===== config.mk =====
export PLATFORM = sky130hd
export DESIGN_NAME = premultiplied_alpha_over_blend_top_flat
export DESIGN_NICKNAME = d
export VERILOG_FILES = /design/src/rtl/pao_pkg.sv /design/src/rtl/pao_if.sv /design/src/rtl/pao_lane.sv /design/src/rtl/premultiplied_alpha_over_blend_top.sv /design/src/flat_wrapper.sv
export SDC_FILE = /design/constraint.sdc
export NUM_CORES = 2
export LEC_CHECK = 0
export BUFFER_PORTS_ARGS = -buffer_cell sky130_fd_sc_hd__buf_2
export CAP_MARGIN = 20
export CORE_UTILIZATION = 60
export CTS_CLUSTER_SIZE = 20
export DETAILED_ROUTE_END_ITERATION = 10
export PLACE_DENSITY = 0.77
export SLEW_MARGIN = 20
export SYNTH_ARGS = -nofsm -noshare
export SYNTH_HDL_FRONTEND = slang
export SYNTH_SLANG_ARGS = --single-unit

===== constraint.sdc =====
create_clock -name clock -period 32.5 [get_ports clock]
set_clock_uncertainty 0.15 [all_clocks]
set_input_delay 1.625 -clock clock [delete_from_list [all_inputs] [get_ports clock]]
set_output_delay 1.625 -clock clock [all_outputs]
set_load 0.02 [all_outputs]

===== src/rtl/pao_pkg.sv =====
// ----------------------------------------------------------------------------
// pao_pkg: shared types and constants
// Channel widths, depth codes and the pipeline control word used by the
// premultiplied alpha over blend.
// ----------------------------------------------------------------------------
`default_nettype none

package pao_pkg;

   localparam int CHAN_W = 16;
   localparam int LANES  = 4;
   localparam int PROD_W = 2 * CHAN_W;

   // lane order inside a pixel
   localparam int LANE_RED   = 0;
   localparam int LANE_GREEN = 1;
   localparam int LANE_BLUE  = 2;
   localparam int LANE_ALPHA = 3;

   // channel depth codes
   localparam logic DEPTH_8  = 1'b0;
   localparam logic DEPTH_16 = 1'b1;

   localparam logic [CHAN_W-1:0] MAX8  = 16'h00ff;
   localparam logic [CHAN_W-1:0] MAX16 = 16'hffff;

   typedef logic [CHAN_W-1:0] chan_type;
   typedef logic [LANES-1:0][CHAN_W-1:0] pix_type;

   // control word that travels with each item
   typedef struct packed {
      logic valid;
      logic depth;
      logic opaque;
      logic clear;
   } ctrl_type;

   // channel maximum for a depth code
   function automatic chan_type max_of(input logic depth);
      return (depth == DEPTH_16) ? MAX16 : MAX8;
   endfunction

endpackage

`default_nettype wire


===== src/rtl/pao_if.sv =====
// ----------------------------------------------------------------------------
// pao_if: channel interfaces
// Request, response and control register channels, valid/ready handshake.
// ----------------------------------------------------------------------------
`default_nettype none

interface pao_req_if;
   import pao_pkg::*;
   logic     valid;
   logic     ready;
   chan_type upper_red;
   chan_type upper_green;
   chan_type upper_blue;
   chan_type upper_alpha;
   chan_type lower_red;
   chan_type lower_green;
   chan_type lower_blue;
   chan_type lower_alpha;

   modport source (
      output valid, upper_red, upper_green, upper_blue, upper_alpha,
             lower_red, lower_green, lower_blue, lower_alpha,
      input  ready
   );
   modport sink (
      input  valid, upper_red, upper_green, upper_blue, upper_alpha,
             lower_red, lower_green, lower_blue, lower_alpha,
      output ready
   );
endinterface

interface pao_rsp_if;
   import pao_pkg::*;
   logic     valid;
   logic     ready;
   chan_type result_red;
   chan_type result_green;
   chan_type result_blue;
   chan_type result_alpha;

   modport source (
      output valid, result_red, result_green, result_blue, result_alpha,
      input  ready
   );
   modport sink (
      input  valid, result_red, result_green, result_blue, result_alpha,
      output ready
   );
endinterface

interface pao_csr_if;
   logic valid;
   logic ready;
   logic channel_depth;

   modport source (output valid, channel_depth, input ready);
   modport sink   (input valid, channel_depth, output ready);
endinterface

`default_nettype wire


===== src/rtl/pao_lane.sv =====
// ----------------------------------------------------------------------------
// pao_lane: scaled product for one channel
// Computes floor(down * inv / M) with M = 2^n - 1 over three register
// stages: multiply, reciprocal estimate, remainder correction.
// ----------------------------------------------------------------------------
`default_nettype none

module pao_lane (
   input  wire logic             clock,
   input  wire logic             en,
   input  wire logic             depth_in,
   input  wire pao_pkg::chan_type down_in,
   input  wire pao_pkg::chan_type inv_in,
   output pao_pkg::chan_type      quot_out
);
   import pao_pkg::*;

   logic [PROD_W-1:0] prod_a_ff, prod_a_in;
   logic              depth_a_ff;
   logic [PROD_W-1:0] prod_b_ff;
   logic              depth_b_ff;
   chan_type          q0_b_ff, q0_b_in;
   chan_type          quot_c_ff, quot_c_in;

   logic [PROD_W:0]   est_sum;
   logic [PROD_W-1:0] est_back;
   logic [PROD_W:0]   rem;

   // stage a: product
   assign prod_a_in = PROD_W'(down_in) * PROD_W'(inv_in);

   // stage b: p/(2^n-1) estimate, (p + p>>n) >> n, never above the true value
   always_comb begin
      if (depth_a_ff == DEPTH_16) begin
         est_sum = {1'b0, prod_a_ff} + (PROD_W + 1)'(prod_a_ff >> CHAN_W);
         q0_b_in = chan_type'(est_sum >> CHAN_W);
      end else begin
         est_sum = {1'b0, prod_a_ff} + (PROD_W + 1)'(prod_a_ff >> (CHAN_W / 2));
         q0_b_in = chan_type'(est_sum >> (CHAN_W / 2));
      end
   end

   // stage c: remainder p - q0*M is below 2M, so one correction step
   always_comb begin
      if (depth_b_ff == DEPTH_16) begin
         est_back = {q0_b_ff, {CHAN_W{1'b0}}};
      end else begin
         est_back = {{(CHAN_W / 2){1'b0}}, q0_b_ff, {(CHAN_W / 2){1'b0}}};
      end
      rem = {1'b0, prod_b_ff} - {1'b0, est_back} + (PROD_W + 1)'(q0_b_ff);
      if (rem >= (PROD_W + 1)'(max_of(depth_b_ff))) begin
         quot_c_in = q0_b_ff + chan_type'(1);
      end else begin
         quot_c_in = q0_b_ff;
      end
   end

   always_ff @(posedge clock) begin
      if (en) begin
         prod_a_ff  <= prod_a_in;
         depth_a_ff <= depth_in;
         prod_b_ff  <= prod_a_ff;
         depth_b_ff <= depth_a_ff;
         q0_b_ff    <= q0_b_in;
         quot_c_ff  <= quot_c_in;
      end
   end

   assign quot_out = quot_c_ff;

endmodule

`default_nettype wire


===== src/rtl/premultiplied_alpha_over_blend_top.sv =====
// ----------------------------------------------------------------------------
// premultiplied_alpha_over_blend_top: porter-duff over, premultiplied rgba
// Composites an upper pixel over a lower one, 8-bit or 16-bit channels.
//
//   channel   dir   payload                              handshake
//   req_ch    in    upper rgba, lower rgba (16b each)    valid/ready
//   rsp_ch    out   result rgba (16b each)               valid/ready
//   csr_ch    in    channel_depth (1b)                   valid/ready
//
// one item enters per cycle while the output is not stalled; the stages are input decode,
// multiply, reciprocal estimate, correction, and sum and select with the output register
// the whole pipeline holds while a result waits and rsp_ch.ready is low
// reset is synchronous and clears the valid bits and channel_depth (8-bit)
// csr writes are always taken and meant for an idle block
// ----------------------------------------------------------------------------
`default_nettype none

module premultiplied_alpha_over_blend_top (
   input wire logic   clock,
   input wire logic   reset,
   pao_req_if.sink    req_ch,
   pao_rsp_if.source  rsp_ch,
   pao_csr_if.sink    csr_ch
);
   import pao_pkg::*;

   localparam int STAGES = 4;

   logic     depth_ff;
   logic     en;

   ctrl_type ctrl_ff [1:STAGES];
   ctrl_type ctrl_in;
   pix_type  up_ff   [1:STAGES];
   pix_type  dn_ff   [1:STAGES];
   pix_type  up_in, dn_in;
   chan_type inv_ff, inv_in;
   pix_type  quot;

   logic     rsp_valid_ff;
   pix_type  res_ff, res_in;

   chan_type mask;
   logic [CHAN_W:0] sum [LANES];

   // control register
   assign csr_ch.ready = 1'b1;
   always_ff @(posedge clock) begin
      if (reset) begin
         depth_ff <= DEPTH_8;
      end else if (csr_ch.valid) begin
         depth_ff <= csr_ch.channel_depth;
      end
   end

   // global advance: hold only while the output item is not taken
   assign en           = !rsp_valid_ff || rsp_ch.ready;
   assign req_ch.ready = en;

   // stage 1: mask to depth, decode the special alpha cases
   always_comb begin
      mask = max_of(depth_ff);
      up_in[LANE_RED]   = req_ch.upper_red   & mask;
      up_in[LANE_GREEN] = req_ch.upper_green & mask;
      up_in[LANE_BLUE]  = req_ch.upper_blue  & mask;
      up_in[LANE_ALPHA] = req_ch.upper_alpha & mask;
      dn_in[LANE_RED]   = req_ch.lower_red   & mask;
      dn_in[LANE_GREEN] = req_ch.lower_green & mask;
      dn_in[LANE_BLUE]  = req_ch.lower_blue  & mask;
      dn_in[LANE_ALPHA] = req_ch.lower_alpha & mask;
      ctrl_in.valid  = req_ch.valid;
      ctrl_in.depth  = depth_ff;
      ctrl_in.opaque = (up_in[LANE_ALPHA] == mask);
      ctrl_in.clear  = (up_in[LANE_ALPHA] == '0);
      inv_in         = mask - up_in[LANE_ALPHA];
   end

   // pipeline registers, only the valid bits are reset
   always_ff @(posedge clock) begin
      if (reset) begin
         for (int s = 1; s <= STAGES; s++) begin
            ctrl_ff[s].valid <= 1'b0;
         end
         rsp_valid_ff <= 1'b0;
      end else if (en) begin
         ctrl_ff[1] <= ctrl_in;
         up_ff[1]   <= up_in;
         dn_ff[1]   <= dn_in;
         inv_ff     <= inv_in;
         for (int s = 2; s <= STAGES; s++) begin
            ctrl_ff[s] <= ctrl_ff[s-1];
            up_ff[s]   <= up_ff[s-1];
            dn_ff[s]   <= dn_ff[s-1];
         end
         rsp_valid_ff <= ctrl_ff[STAGES].valid;
         res_ff       <= res_in;
      end
   end

   // stages 2 to 4: scaled lower channel, one lane each
   for (genvar i = 0; i < LANES; i++) begin : g_lane
      pao_lane u_lane (
         .clock    (clock),
         .en       (en),
         .depth_in (ctrl_ff[1].depth),
         .down_in  (dn_ff[1][i]),
         .inv_in   (inv_ff),
         .quot_out (quot[i])
      );
   end

   // stage 5: add, saturate colour, pick pass-through cases
   always_comb begin
      for (int i = 0; i < LANES; i++) begin
         sum[i] = {1'b0, up_ff[STAGES][i]} + {1'b0, quot[i]};
      end
      for (int i = 0; i < LANES; i++) begin
         if (i == LANE_ALPHA) begin
            res_in[i] = sum[i][CHAN_W-1:0];
         end else if (sum[i] < {1'b0, max_of(ctrl_ff[STAGES].depth)}) begin
            res_in[i] = sum[i][CHAN_W-1:0];
         end else begin
            res_in[i] = max_of(ctrl_ff[STAGES].depth);
         end
      end
      if (ctrl_ff[STAGES].opaque) begin
         res_in = up_ff[STAGES];
      end else if (ctrl_ff[STAGES].clear) begin
         res_in = dn_ff[STAGES];
      end
   end

   assign rsp_ch.valid        = rsp_valid_ff;
   assign rsp_ch.result_red   = res_ff[LANE_RED];
   assign rsp_ch.result_green = res_ff[LANE_GREEN];
   assign rsp_ch.result_blue  = res_ff[LANE_BLUE];
   assign rsp_ch.result_alpha = res_ff[LANE_ALPHA];

endmodule

`default_nettype wire


===== src/flat_wrapper.sv =====
// flat-port wrapper written by rule: the top's interface ports become plain ports
module premultiplied_alpha_over_blend_top_flat import pao_pkg::*;
  (clock, reset, req_ch_valid, req_ch_upper_red, req_ch_upper_green, req_ch_upper_blue, req_ch_upper_alpha, req_ch_lower_red, req_ch_lower_green, req_ch_lower_blue, req_ch_lower_alpha, req_ch_ready, rsp_ch_valid, rsp_ch_result_red, rsp_ch_result_green, rsp_ch_result_blue, rsp_ch_result_alpha, rsp_ch_ready, csr_ch_valid, csr_ch_channel_depth, csr_ch_ready);
  pao_req_if req_ch_i ();
  pao_rsp_if rsp_ch_i ();
  pao_csr_if csr_ch_i ();
  input wire logic clock;
  input wire logic reset;
  input wire logic [$bits(req_ch_i.valid)-1:0] req_ch_valid;
  input wire logic [$bits(req_ch_i.upper_red)-1:0] req_ch_upper_red;
  input wire logic [$bits(req_ch_i.upper_green)-1:0] req_ch_upper_green;
  input wire logic [$bits(req_ch_i.upper_blue)-1:0] req_ch_upper_blue;
  input wire logic [$bits(req_ch_i.upper_alpha)-1:0] req_ch_upper_alpha;
  input wire logic [$bits(req_ch_i.lower_red)-1:0] req_ch_lower_red;
  input wire logic [$bits(req_ch_i.lower_green)-1:0] req_ch_lower_green;
  input wire logic [$bits(req_ch_i.lower_blue)-1:0] req_ch_lower_blue;
  input wire logic [$bits(req_ch_i.lower_alpha)-1:0] req_ch_lower_alpha;
  output wire logic [$bits(req_ch_i.ready)-1:0] req_ch_ready;
  output wire logic [$bits(rsp_ch_i.valid)-1:0] rsp_ch_valid;
  output wire logic [$bits(rsp_ch_i.result_red)-1:0] rsp_ch_result_red;
  output wire logic [$bits(rsp_ch_i.result_green)-1:0] rsp_ch_result_green;
  output wire logic [$bits(rsp_ch_i.result_blue)-1:0] rsp_ch_result_blue;
  output wire logic [$bits(rsp_ch_i.result_alpha)-1:0] rsp_ch_result_alpha;
  input wire logic [$bits(rsp_ch_i.ready)-1:0] rsp_ch_ready;
  input wire logic [$bits(csr_ch_i.valid)-1:0] csr_ch_valid;
  input wire logic [$bits(csr_ch_i.channel_depth)-1:0] csr_ch_channel_depth;
  output wire logic [$bits(csr_ch_i.ready)-1:0] csr_ch_ready;
  assign req_ch_i.valid = req_ch_valid;
  assign req_ch_i.upper_red = req_ch_upper_red;
  assign req_ch_i.upper_green = req_ch_upper_green;
  assign req_ch_i.upper_blue = req_ch_upper_blue;
  assign req_ch_i.upper_alpha = req_ch_upper_alpha;
  assign req_ch_i.lower_red = req_ch_lower_red;
  assign req_ch_i.lower_green = req_ch_lower_green;
  assign req_ch_i.lower_blue = req_ch_lower_blue;
  assign req_ch_i.lower_alpha = req_ch_lower_alpha;
  assign req_ch_ready = req_ch_i.ready;
  assign rsp_ch_valid = rsp_ch_i.valid;
  assign rsp_ch_result_red = rsp_ch_i.result_red;
  assign rsp_ch_result_green = rsp_ch_i.result_green;
  assign rsp_ch_result_blue = rsp_ch_i.result_blue;
  assign rsp_ch_result_alpha = rsp_ch_i.result_alpha;
  assign rsp_ch_i.ready = rsp_ch_ready;
  assign csr_ch_i.valid = csr_ch_valid;
  assign csr_ch_i.channel_depth = csr_ch_channel_depth;
  assign csr_ch_ready = csr_ch_i.ready;
  premultiplied_alpha_over_blend_top u_core (.clock(clock), .reset(reset), .req_ch(req_ch_i), .rsp_ch(rsp_ch_i), .csr_ch(csr_ch_i));
endmodule

==> results.cfg <==
[floorplanning]
die_w_um = 383
core-area_um2 = 144000
dieArea_um2 = 147000
die_h_um = 383
start_util = 0.606
io_pins = 201
rows = 139

[layout]
fill_cells = 11000
finalNetCount = 10300
area_growth_pct = 7.20
drive_gt1_frac = 0.0602
final_common_cell = inv_1
mostFrequentLayoutCells = inv_1, edfxtp_1, ha_1

[synth]
syn_area_per_cell_um2 = 10.5
ys_seq_area_frac = 0.343
ys_seq_elements = 996
yosysWarnings = 0
synthArstFlopShare = 0
syn_inst = 8329
syn-num-nets = 10200
yosys-top-cells-area = edfxtp_1, fa_1, ha_1, inv_1, and2_1
ys_types = 101
synth_edf_count = 994
yosys_most_used_dff = edfxtp_1
syn_area_um2 = 87200
yosys.area.top_type = edfxtp_1
yosysTopAreaCellShare = 0.342

[clock_network]
clk_pin_slew_worst_paths_ns = 0.06
clk-insertion-delay-late_ns = 0.78
hold_buffers = 0
ctsResizeCount = 0
clock_sinks = 996
clk_path_buf_depth = 3
cts_htree_levels = 3
cts_root_buf = clkbuf_16
cts_setup_buffers = 0
numCtsBuffers = 103
cts_tree = done

[sta]
rsz0062_at_grt = false
slew_headroom = 0.293
drv_slew = 0
period_needed_ns = 8.11
setup-tns-final_ns = 0
worst_pin_slew_ns = 1.06
finalHoldViolations = 0
timing.fmax_mhz = 123
setup_viol = 0
period_share = 0.250

[grt]
antenna_found_initial = 18
grt_pass1_wl_um = 354000
grt_max_degree = 179
gr-total-overflow = 0
grt_pass1_vias = 63200
grt_usage = 0.313

[setup_path]
cp.required_ns = 32.87
crit_slowest_cell = edfxtp_1
slowest_delay_ns = 0.71
cpMostUsedCell = fa_1
crit_type = reg -> reg
worstPathCellList = buf_4 -> and2_1 -> fa_1 -> inv_1 -> fa_1 -> fa_1 -> fa_1 -> inv_1 -> fa_1 -> inv_1 -> fa_1 -> inv_1 -> ha_1 -> and3_1 -> a211oi_1 -> o21ai_0 -> a21oi_1 -> o21ai_0 -> o41ai_1 -> o21ai_0 -> nor3_1 -> o21bai_1 -> a21oi_1 -> xnor2_1
path_max_fanout = 49
cp-start-kind = flop
critPathCaptureType = flop
cp.arrival_ns = 8.48

[run_status]
failed_checks = design-rule violations
outcome = finished, violations left

[drt]
drcViolationCount = 56
wl_per_cell_um = 21.9
dr.pass1.iters = 9
ant_nets = 0
vias_per_cell = 5.97
drt-total-wl_um = 227000
vias = 62100
drtIter0Drc = 5353

[placed_design]
io_buffers = 199
dp_hpwl_um = 170000
place_congestion = 0.928

[job]
maxCapViolations = 0

[worst_hold_path]
hold_class = reg -> reg
==> metrics by stage <==
| step | hold slack, ns | worst slack (ns) | instance area, µm² | utilization | instances |
|---|---|---|---|---|---|
| after floorplan | 0.250 | 3.76 | 87200 | - | 8329 |
| after CTS | 0.236 | 24.45 | 93400 | 0.649 | 10400 |
| final | 0.242 | 24.39 | 93400 | 0.650 | 10400 |
| after global placement | 0.251 | 24.66 | 89900 | 0.625 | 10200 |
| after global routing | 0.256 | 23.90 | 93400 | 0.650 | 10400 |
| after detailed placement | 0.255 | 24.49 | 89900 | 0.625 | 10200 |
==> registers in the layout, summed over array words and instances (netlist names) <==
register                         flops
u_core.rsp_ch.result_blue           16
u_core.rsp_ch.result_alpha          16
u_core.rsp_ch.result_green          16
u_core.rsp_ch.valid                  1
u_core.ctrl_ff                      16
u_core.rsp_ch.result_red            16
u_core.g_lane.u_lane.depth_a_ff      1
u_core.inv_ff                       16
u_core.g_lane.u_lane.q0_b_ff        64
u_core.g_lane.u_lane.prod_b_ff     128
u_core.dn_ff                       256
u_core.g_lane.u_lane.depth_b_ff      1
u_core.g_lane.u_lane.prod_a_ff     128
u_core.g_lane.u_lane.quot_out       64
u_core.depth_ff                      1
u_core.up_ff                       256
==> logic make-up (layout without fill, tap and decap cells) <==
family                     after synthesis  after routing  synth area share
muxes                                   61             61           0.00712
adders and majority gates             1719           1719             0.317
xor gates and xnor gates               339            339            0.0341
and+or+nand+nor                       2378           2378             0.136
DFF                                    996            996             0.343
AOI/OAI and AO/OA                     1267           1267            0.0953
other                                    1             11         0.0000430
buffers and inverters                 1568           1726            0.0677
==> area by class of cell <==
type	instances	area, µm²	share of cell area
Antenna cell	10	25.0	0.000268
Tap cell	1903	2380	0.0255
Timing Repair Buffer	264	1500	0.0160
Multi-Input combinational cell	5765	51400	0.550
Clock buffer	119	2640	0.0282
Clock inverter	74	852	0.00912
Sequential cell	996	29900	0.320
Inverter	1269	4770	0.0511
==> critical path, delay by kind of cell, from the launching register on <==
family          cells  cell delay, ns
compound gates      8            2.19
xor+xnor            1            0.08
fa+ha+maj           7            3.16
buf+inv             5            0.80
flops               1            0.71
simple gates        3            0.72
==> worst paths after layout <==
path	startpoint	to	slack (ns)	cells after the start
worst max-delay path	u_core.inv_ff[5]	u_core.g_lane[0].u_lane.prod_a_ff[31]	24.39	24
worst min-delay path	u_core.dn_ff[0][140]	u_core.dn_ff[0][204]	0.24	0
worst max register to register	u_core.inv_ff[5]	u_core.g_lane[0].u_lane.prod_a_ff[31]	24.39	24
worst min register to register	u_core.dn_ff[0][140]	u_core.dn_ff[0][204]	0.24	0
==> synth_stat cells (11+ instances only) <==
cell and n:
xnor2_1 243, a31o_2 15, or3_1 41, o22ai_1 51
nor2b_1 68, o21a_1 66, a21boi_0 13, a21oi_1 354
and2_1 564, mux2i_1 53, nor3_1 98, o211ai_1 33
nand2_1 875, o221ai_1 11, and4_1 26, or2_2 35
o31a_1 11, fa_1 812, nand2b_1 62, clkbuf_1 285
inv_1 1268, o21bai_1 52, o21ai_1 15, a31oi_1 36
o31ai_1 40, o2111ai_1 17, a211o_1 15, a2111oi_0 18
a21o_1 154, edfxtp_1 994, and3_1 44, nand4_1 69
xor2_1 96, nor4_1 31, nand3_1 138, a211oi_1 54
o21ai_0 211, nor2_1 279, ha_1 907
==> layer usage <==
layer | up-vias | track usage | share of wire
met2 | 2612 | 0.509 | 0.47
li1 | 28200 | - | -
met4 | 6 | 0.141 | 0.050
met5 | - | 0 | 0.00018
met3 | 538 | 0.0566 | 0.083
met1 | 30700 | 0.411 | 0.40
Power is left out: the tool's default activity adds up to more than one toggle a clock period on the data nets, which glitch-free logic cannot reach.
